### src/hw/rtl/pal_pkg.sv
// Shared types and constants of the positional array list.
`default_nettype none
package pal_pkg;

	localparam int CAPACITY = 16;
	localparam int IDX_W    = (CAPACITY > 1) ? $clog2(CAPACITY) : 1;
	localparam int CNT_W    = $clog2(CAPACITY + 1);
	localparam int DATA_W   = 32;
	localparam int CMD_W    = 2;
	localparam int POS_W    = 5;
	localparam int CNTP_W   = 5;
	localparam int CMP_W    = (CNT_W > POS_W) ? CNT_W : POS_W;
	localparam int QDEPTH   = 2;
	localparam int QPTR_W   = (QDEPTH > 1) ? $clog2(QDEPTH) : 1;
	localparam int QFILL_W  = $clog2(QDEPTH + 1);

	typedef enum logic [CMD_W-1:0] {
		CMD_APPEND = 2'd0,
		CMD_INSERT = 2'd1,
		CMD_REMOVE = 2'd2,
		CMD_DUMP   = 2'd3
	} cmd_t;

	typedef enum logic [1:0] {
		ST_OK     = 2'd0,
		ST_FULL   = 2'd1,
		ST_BADPOS = 2'd2,
		ST_EMPTY  = 2'd3
	} status_t;

	typedef enum logic [1:0] {
		OP_NONE   = 2'd0,
		OP_INSERT = 2'd1,
		OP_REMOVE = 2'd2,
		OP_DUMP   = 2'd3
	} op_t;

	typedef struct packed {
		op_t                      op;
		logic signed [DATA_W-1:0] data;
		logic [IDX_W-1:0]         pos;
		status_t                  status;
		logic [CNT_W-1:0]         cnt_after;
	} job_t;

	typedef struct packed {
		logic                     strobe;
		status_t                  status;
		logic signed [DATA_W-1:0] value;
		logic [CNT_W-1:0]         cnt;
		logic                     last;
	} res_t;

endpackage
`default_nettype wire

### src/hw/rtl/positional_array_list.sv
// Top level of the positional array list: front, job queue and back end.
//
//   channel   direction  handshake             fields
//   command   in         start && !busy        command, data, position
//   result    out        done (one cycle)      status, value, count, last
//
// An accepted item enters the job queue at its edge; the back end works it once
// it reaches the queue head, and the result shows on the ports in the cycle after.
// Append, insert and remove need no sequencing in the back end: the cell
// chain shifts all entries at once. A dump reads one stored element per cycle,
// set by the single read port of the cell chain, and gives one result on an empty list.
// busy rises only while the two-entry queue is full, i.e. behind a long dump.
// The receiver cannot stall: every result is shown for exactly one cycle.
// Reset clears the count, queue and sequencer; cell contents stay undefined.
`default_nettype none
module positional_array_list (
	input  wire logic                clk,
	input  wire logic                arst_n,
	input  wire logic                start,
	output logic                     busy,
	input  wire logic [1:0]          command,
	input  wire logic signed [31:0]  data,
	input  wire logic [4:0]          position,
	output logic                     done,
	output logic [1:0]               status,
	output logic signed [31:0]       value,
	output logic [4:0]               count,
	output logic                     last
);
	import pal_pkg::*;

	logic accept;
	job_t front_job;
	job_t head_job;
	logic head_valid;
	logic q_full;
	logic pop;
	res_t res;

	// Take a command whenever the queue has room.
	assign busy   = q_full;
	assign accept = start && !busy;

	pal_front u_front (
		.clk      (clk),
		.arst_n   (arst_n),
		.accept   (accept),
		.command  (command),
		.data     (data),
		.position (position),
		.job      (front_job)
	);

	pal_fifo u_fifo (
		.clk        (clk),
		.arst_n     (arst_n),
		.push       (accept),
		.push_job   (front_job),
		.pop        (pop),
		.head_valid (head_valid),
		.head_job   (head_job),
		.full       (q_full)
	);

	pal_back u_back (
		.clk        (clk),
		.arst_n     (arst_n),
		.head_valid (head_valid),
		.head_job   (head_job),
		.pop        (pop),
		.res        (res)
	);

	// Drive the result ports straight from the back-end result register.
	assign done   = res.strobe;
	assign status = res.status;
	assign value  = res.value;
	assign count  = CNTP_W'(res.cnt);
	assign last   = res.last;

	// A result that is not the last of its item is always a dump element.
	a_notlast_ok: assert property (@(posedge clk) disable iff (!arst_n)
		done && !last |-> status == ST_OK)
		else $error("non-final result without ok status");

	// Dump elements stream without gaps and keep the count.
	a_dump_stream: assert property (@(posedge clk) disable iff (!arst_n)
		done && !last |=> done && count == $past(count))
		else $error("dump stream broke or count changed");

	// A failed command leaves the value at zero.
	a_fail_zero: assert property (@(posedge clk) disable iff (!arst_n)
		done && status != ST_OK |-> value == '0 && last)
		else $error("failed command result carries data");

	// The queue never loses an item: busy only while the back end holds a job.
	a_busy_head: assert property (@(posedge clk) disable iff (!arst_n)
		busy |-> head_valid)
		else $error("busy without a pending job");

endmodule
`default_nettype wire

### src/hw/rtl/pal_front.sv
// Front end: accept commands, track the count and classify each item into a job.
`default_nettype none
module pal_front (
	input  wire logic                             clk,
	input  wire logic                             arst_n,
	input  wire logic                             accept,
	input  wire logic [pal_pkg::CMD_W-1:0]        command,
	input  wire logic signed [pal_pkg::DATA_W-1:0] data,
	input  wire logic [pal_pkg::POS_W-1:0]        position,
	output pal_pkg::job_t                         job
);
	import pal_pkg::*;

	logic [CNT_W-1:0] cnt_q;
	logic             full;
	logic             empty;
	logic [CMP_W-1:0] pos_w;
	logic [CMP_W-1:0] cnt_w;

	assign full  = (cnt_q == CNT_W'(CAPACITY));
	assign empty = (cnt_q == '0);
	assign pos_w = CMP_W'(position);
	assign cnt_w = CMP_W'(cnt_q);

	always_comb begin
		job.op        = OP_NONE;
		job.data      = data;
		job.pos       = IDX_W'(position);
		job.status    = ST_OK;
		job.cnt_after = cnt_q;
		unique case (cmd_t'(command))
			CMD_APPEND: begin
				if (full) begin
					job.status = ST_FULL;
				end else begin
					job.op        = OP_INSERT;
					job.pos       = IDX_W'(cnt_q);
					job.cnt_after = CNT_W'(cnt_q + 1'b1);
				end
			end
			CMD_INSERT: begin
				if (full) begin
					job.status = ST_FULL;
				end else if (pos_w > cnt_w) begin
					job.status = ST_BADPOS;
				end else begin
					job.op        = OP_INSERT;
					job.cnt_after = CNT_W'(cnt_q + 1'b1);
				end
			end
			CMD_REMOVE: begin
				if (empty) begin
					job.status = ST_EMPTY;
				end else if (pos_w >= cnt_w) begin
					job.status = ST_BADPOS;
				end else begin
					job.op        = OP_REMOVE;
					job.cnt_after = CNT_W'(cnt_q - 1'b1);
				end
			end
			CMD_DUMP: begin
				if (empty) begin
					job.status = ST_EMPTY;
				end else begin
					job.op = OP_DUMP;
				end
			end
		endcase
	end

	always_ff @(posedge clk or negedge arst_n) begin
		if (!arst_n) begin
			cnt_q <= '0;
		end else if (accept) begin
			cnt_q <= job.cnt_after;
		end
	end

endmodule
`default_nettype wire

### src/hw/rtl/pal_fifo.sv
// Short job queue between front and back.
`default_nettype none
module pal_fifo (
	input  wire logic    clk,
	input  wire logic    arst_n,
	input  wire logic    push,
	input  wire pal_pkg::job_t push_job,
	input  wire logic    pop,
	output logic         head_valid,
	output pal_pkg::job_t head_job,
	output logic         full
);
	import pal_pkg::*;

	job_t                entries_q [QDEPTH];
	logic [QPTR_W-1:0]   wr_ptr_q;
	logic [QPTR_W-1:0]   rd_ptr_q;
	logic [QFILL_W-1:0]  fill_q;
	logic                do_pop;

	assign head_valid = (fill_q != '0);
	assign full       = (fill_q == QFILL_W'(QDEPTH));
	assign head_job   = entries_q[rd_ptr_q];
	assign do_pop     = pop && head_valid;

	function automatic logic [QPTR_W-1:0] next_ptr(input logic [QPTR_W-1:0] p);
		return (p == QPTR_W'(QDEPTH - 1)) ? '0 : QPTR_W'(p + 1'b1);
	endfunction

	always_ff @(posedge clk or negedge arst_n) begin
		if (!arst_n) begin
			wr_ptr_q <= '0;
			rd_ptr_q <= '0;
			fill_q   <= '0;
		end else begin
			if (push) begin
				wr_ptr_q <= next_ptr(wr_ptr_q);
			end
			if (do_pop) begin
				rd_ptr_q <= next_ptr(rd_ptr_q);
			end
			if (push && !do_pop) begin
				fill_q <= QFILL_W'(fill_q + 1'b1);
			end else if (!push && do_pop) begin
				fill_q <= QFILL_W'(fill_q - 1'b1);
			end
		end
	end

	always_ff @(posedge clk) begin
		if (push) begin
			entries_q[wr_ptr_q] <= push_job;
		end
	end

endmodule
`default_nettype wire

### src/hw/rtl/pal_back.sv
// Back end: cell chain that shifts on insert and remove, dump sequencer, result register.
`default_nettype none
module pal_back (
	input  wire logic     clk,
	input  wire logic     arst_n,
	input  wire logic     head_valid,
	input  wire pal_pkg::job_t head_job,
	output logic          pop,
	output pal_pkg::res_t res
);
	import pal_pkg::*;

	logic signed [DATA_W-1:0] cells_q [CAPACITY];
	logic signed [DATA_W-1:0] cells_d [CAPACITY];
	logic [IDX_W-1:0]         idx_q;
	logic                     is_dump;
	logic                     dump_last;
	res_t                     res_q;

	assign is_dump   = (head_job.op == OP_DUMP);
	assign dump_last = ((CNT_W'(idx_q) + CNT_W'(1)) == head_job.cnt_after);
	assign pop       = head_valid && (!is_dump || dump_last);
	assign res       = res_q;

	// Every cell picks its own next value: hold, take the neighbor, or take the new word.
	always_comb begin
		for (int i = 0; i < CAPACITY; i++) begin
			cells_d[i] = cells_q[i];
		end
		if (head_valid && head_job.op == OP_INSERT) begin
			for (int i = 0; i < CAPACITY; i++) begin
				if (IDX_W'(i) == head_job.pos) begin
					cells_d[i] = head_job.data;
				end else if (i > 0 && IDX_W'(i) > head_job.pos) begin
					cells_d[i] = cells_q[(i > 0) ? i - 1 : 0];
				end
			end
		end else if (head_valid && head_job.op == OP_REMOVE) begin
			for (int i = 0; i < CAPACITY - 1; i++) begin
				if (IDX_W'(i) >= head_job.pos) begin
					cells_d[i] = cells_q[i + 1];
				end
			end
		end
	end

	always_ff @(posedge clk or negedge arst_n) begin
		if (!arst_n) begin
			idx_q <= '0;
			res_q <= '0;
		end else begin
			res_q.strobe <= head_valid;
			if (head_valid && is_dump) begin
				idx_q <= dump_last ? '0 : IDX_W'(idx_q + 1'b1);
			end
			if (head_valid) begin
				res_q.status <= head_job.status;
				res_q.value  <= is_dump ? cells_q[idx_q] : '0;
				res_q.cnt    <= head_job.cnt_after;
				res_q.last   <= !is_dump || dump_last;
			end
		end
	end

	always_ff @(posedge clk) begin
		for (int i = 0; i < CAPACITY; i++) begin
			cells_q[i] <= cells_d[i];
		end
	end

endmodule
`default_nettype wire

### config.mk
export PLATFORM = sky130hd
export DESIGN_NAME = positional_array_list
export DESIGN_NICKNAME = d
export VERILOG_FILES = /design/src/hw/rtl/pal_pkg.sv /design/src/hw/rtl/positional_array_list.sv /design/src/hw/rtl/pal_front.sv /design/src/hw/rtl/pal_fifo.sv /design/src/hw/rtl/pal_back.sv
export SDC_FILE = /design/constraint.sdc
export NUM_CORES = 2
export LEC_CHECK = 0
export BUFFER_PORTS_ARGS = -buffer_cell sky130_fd_sc_hd__buf_2
export CELL_PAD_IN_SITES_DETAIL_PLACEMENT = 1
export CELL_PAD_IN_SITES_GLOBAL_PLACEMENT = 1
export CORE_AREA = 2 2 352 389
export DETAILED_ROUTE_END_ITERATION = 6
export DIE_AREA = 0 0 354 391
export GPL_TIMING_DRIVEN = 1
export PLACE_DENSITY_LB_ADDON = 0.1
export SLEW_MARGIN = 20
export SYNTH_ARGS = -nofsm -noshare
export SYNTH_HDL_FRONTEND = slang
export SYNTH_SLANG_ARGS = --single-unit
### constraint.sdc
create_clock -name clk -period 4.6 [get_ports clk]
set_input_delay 0.23 -clock clk [delete_from_list [all_inputs] [get_ports clk]]
set_output_delay 0.23 -clock clk [all_outputs]
set_load 0.01 [all_outputs]
Yosys cells after proc, flatten, opt, wreduce, memory -nomap -nowiden
Memories as Yosys holds them, arrays and structs flattened. Cells that the tools add are included. W data, S select, Z words.

Bits in registers: 54. Bits in writable memories: 602. Input port bits: 42. Output and inout port bits: 42. Logic and storage cells: 173. Memories kept: 2.

Memory list: u_back.cells_q (depth 16, width 32, rd ports 17, clocked after Yosys merged registers in 0, write ports 16, RTL line pal_back.sv:13) `logic signed [DATA_W-1:0] cells_q [CAPACITY];`; u_fifo.entries_q (depth 2, width 45, rd ports 1, clocked after Yosys merged registers in 0, write ports 1, RTL line pal_fifo.sv:15) `job_t entries_q [QDEPTH];`.

Add/subtract/negate cells: 8. Magnitude comparators: 32. Eq/ne operators: 24. Mux-type cells: 79. Reduce and logical (&&, ||, !) cells: 18.

Operators with widths (number): $mux W32 (48); $mux W480 (2); $eq A4 B4 Y1 const A (8); $gt A4 B4 Y1 const A (8); $ge A4 B4 Y1 const A (7); $mux W5 (5); $mux W2 (11); $eq A3 B4 Y1 const A (4); $ge A3 B4 Y1 const A (4); $gt A3 B4 Y1 const A (4); $pmux W2 S4 (2); $pmux W5 S3 (1); $mux W4 (3); $eq A2 B2 Y1 const B (5); $eq A2 B4 Y1 const A (2); $ge A1 B4 Y1 const A (2); $ge A2 B4 Y1 const A (2); $gt A2 B4 Y1 const A (2); $logic_and A1 B1 Y1 (8); $mux W1 (7); $add A4 B1 Y5 const B (1); $add A5 B1 Y5 const B (1); $eq A5 B5 Y1 (1); $eq A5 B5 Y1 const B (1); other kinds (16) (22).

Logic depth before layout (Yosys ltp)
An unclocked memory read counts as a cell.

Depth in word-level cells: 9. Gate-level depth with buffers: 12. Mapped depth without buffers: 10.

Modules after synthesis
Synthesis repeated with hierarchy kept, for this count alone.

Cells, all modules: 2928. Area total of the unflattened synthesis: 36119.6 um^2.

By module, submodules not included: pal_back (instances 1, cells each 2618, area each 31322.5 um^2, sequential area each 16500.8 um^2); pal_fifo (instances 1, cells each 156, area each 3636.0 um^2, sequential area each 2802.7 um^2); pal_front (instances 1, cells each 153, area each 1147.4 um^2, sequential area each 125.1 um^2); positional_array_list (instances 1, cells each 1, area each 13.8 um^2, sequential area each 0.0 um^2).

Least setup slack after synthesis
Ideal clock, no wire load.

Path kind: register to register. From: reg, netlist name u_fifo.rd_ptr_q. To: mem u_back.cells_q[4][0], enable pin. Setup time: 432 ps. Arrival time: 3279 ps. Required time: 4168 ps. Slack: 889 ps. Stages on the path, launching flop included: 10. Buffers on the path: 5. Clock period less this slack: 3711 ps. Cell sequence: dfrtp_1 -> buf_2 -> buf_6 -> buf_4 -> buf_4 -> buf_2 -> nand2_1 -> o211ai_2 -> or2_1 -> a21oi_1.

RTL lines (RTL line): to (decl) (pal_back.sv:13).

==> impl_metrics.ini <==
[status]
outcome = completed

[run]
max_cap_viol_count = 0

[yosys]
async_reset_ff_frac = 0.0823
synth.avg_cell_area_um2 = 10.5
netlist_instances = 3330
ys_seq_elements = 656
synth-edff-count = 602
ys_warn_count = 0
synth_area_leaders = edfxtp_1 (52%), mux4_2 (10%), o21ai_1 (7.5%)
synth_cell_types = 52
synth-main-ff-cell = edfxtp_1
ys_seq_area_frac = 0.558
synth_top_cell_area_share = 0.519
synthesis.area_um2 = 34800
yosysTopAreaCell = edfxtp_1
synth_fp_nets = 3381

[sta]
finalHoldViolations = 0
post-route-period-util = 0.753
fin_skew_ns = 0.0292
final.min_clock_period_ns = 3.46
max_freq_mhz = 289
slew_headroom = 0.276
tightestPinTransition_ns = 1.09
slew_viol_final = 0
rsz0062_at_grt = false
final.setup.tns_ns = 0
setup_viol = 0

[setup_path]
crit_type = reg -> reg
r2r-end = u_back.cells_q[14][9]$_DFFE_PP_
cp_slowest_cell = dfrtp_4
r2r-start = u_fifo.rd_ptr_q$_DFFE_PN0P_
rr_worst_depth = 7
startpoint = u_fifo.rd_ptr_q$_DFFE_PN0P_
path_cells = nand2_1 -> o22ai_1 -> and2_4 -> buf_12 -> nand2_1 -> o21ai_0 -> o21ai_1
crit_path_start_kind = register
path_max_fanout = 45
worstPathRequired_ns = 5.00
end_kind = register
r2r_setup_slack_ns = 1.14
crit_top_cell = nand2_1
critical_path_arrival_ns = 3.86
slowest_delay_ns = 0.94

[drt]
via_per_inst = 5.06
firstDrtPassIters = 5
wirelength_um = 128000
ant_nets = 0
remaining_drc_errors = 0
num_vias = 26400
drt-initial-drc-count = 2015
detail_route.wl_per_cell_um = 24.5

[floorplanning]
die_h_um = 391
rows = 142
die_area_um2 = 138000
core_area_um2 = 135000
io_pins = 84
start_util = 0.258
die_w_um = 354

[global_routing]
grt_use_total = 0.184
grt_pass1_vias = 27600
grt_max_degree = 200
grt_first_pass_wirelength_um = 190000
antenna_found_initial = 1
grt_overflow = 0

[power_and_ir_drop]
finalPower_uw = 35300
ir_worst_vdd_uv = 508
leakage_uw = 0.0147
power.density_nw_per_um2 = 866

[clocking]
cts_tree = yes
cts_buffer_depth = 3
cts_max_level = 3
numCtsBuffers = 86
root_buffer = clkbuf_16
clkLatencyLatePin_ns = 0.69
cts_resized = 0
post_cts_buffers = 0
clk_pin_slew_ns = 0.06
ctsHoldBuffers = 39
cts_sinks = 656

[cells_and_area]
area_delta_synth_final_pct = 17.0
finalInstanceArea_um2 = 40700
layout-drive-gt1-share = 0.151
diodes = 0
post-route-util = 0.302
n_fill_cell = 15000
finalNetCount = 3389

[worst_hold_path]
min_path_type = in -> async

[placement]
hpwl_um = 77100
gp_congestion = 0.774
place_area_um2 = 37400
port_buffers = 83
-- where the power goes --
group	switching [µW]	internal (µW)	total (µW)
logic	9750	5510	15300
registers	2220	10800	13100
clock network	2790	4180	6970
-- cell families after synthesis --
group           after synthesis  synth area share
compound gates             1059             0.159
xor+xnor                     19           0.00478
fa+ha+maj                     9           0.00324
buf+inv                     312            0.0398
flops                       656             0.558
mux                         205             0.117
simple gates               1070             0.118
-- worst max-delay path by stage --
stage | endpoint | depth (start not counted)
2_1_floorplan | u_back.cells_q[4][0]$_DFFE_PP_ | 9
3_3_place_gp | u_back.cells_q[11][1]$_DFFE_PP_ | 6
3_5_place_dp | u_back.cells_q[11][0]$_DFFE_PP_ | 6
6_report | u_back.cells_q[14][9]$_DFFE_PP_ | 7
5_1_grt | u_back.cells_q[14][9]$_DFFE_PP_ | 7
4_1_cts | u_back.cells_q[11][0]$_DFFE_PP_ | 6
-- cells in the mapped netlist, types with 2 or more instances --
master / count
a21o_1: 2
a21oi_1: 369
a22o_1: 36
and2_1: 4
and3_1: 4
and3b_1: 2
buf_1: 13
buf_2: 92
buf_4: 4
buf_6: 11
clkbuf_1: 172
dfrtp_1: 54
edfxtp_1: 602
ha_1: 9
inv_1: 19
mux2_2: 2
mux2i_1: 43
mux4_2: 160
nand2_1: 643
nand2b_1: 7
nand3_1: 6
nand4_1: 3
nor2_1: 385
nor2b_1: 9
nor3_1: 3
o2111ai_1: 2
o21ai_0: 105
o21ai_1: 521
o22ai_1: 5
o31ai_1: 2
o32ai_1: 3
xnor2_1: 14
xor2_1: 5
-- layer usage --
metal / track usage / routed length, µm
met2: 0.308 / 61600
met3: 0.0225 / 4650
met5: 0 / 0
met1: 0.250 / 58800
met4: 0.0502 / 2640
-- stage by stage --
step           hold WS [ns]  instances  setup WS, ns
2_1_floorplan       -0.0656       3330         0.889
3_3_place_gp          0.271       5011         0.897
3_5_place_dp          0.277       5011         0.921
4_1_cts              0.0527       5212         0.902
5_1_grt               0.110       5212         0.910
6_report             0.0765       5212          1.14
-- registers in the layout (all words and copies together) (netlist names) --
register / flops
u_fifo.fill_q: 2
u_back.res: 41
u_fifo.rd_ptr_q: 1
u_front.cnt_q: 5
u_back.cells_q: 512
u_fifo.wr_ptr_q: 1
u_back.idx_q: 4
u_fifo.entries_q: 90
-- worst max-delay path: cells and delay by family, from the launching register on --
kind / cells / cell delay, ns
AOI/OAI and AO/OA: 3 / 0.85
buffers and inverters: 1 / 0.25
DFF: 1 / 0.94
and+or+nand+nor: 3 / 1.12
-- area by class of cell --
type                       count  area [µm²]  area share
multi-input combinational   2362       14300       0.351
tap                         1800        2250      0.0553
timing repair buffer         212        1760      0.0432
inverter                      20        75.1     0.00184
clock inverter                27         282     0.00691
sequential                   656       19400       0.477
clock buffer                 135        2610      0.0642
-- layout by cell type (no fill, tap or decap), types with 5 or more instances in the layout --
cell type,count
a21oi_1,362
a21oi_4,7
a22o_1,36
buf_12,22
buf_2,82
buf_4,69
bufinv_16,5
clkbuf_1,28
clkbuf_16,92
clkbuf_8,15
clkinv_2,14
dfrtp_1,49
dlygate4sd3_1,39
edfxtp_1,602
ha_1,9
inv_1,16
mux2i_1,39
mux4_2,160
nand2_1,634
nand2_4,9
nand2b_1,7
nand3_1,6
nor2_1,375
nor2_4,10
nor2b_1,6
o21ai_0,105
o21ai_1,519
o22ai_1,5
xnor2_1,14
xor2_1,5
(Power assumes the default switching activity.)
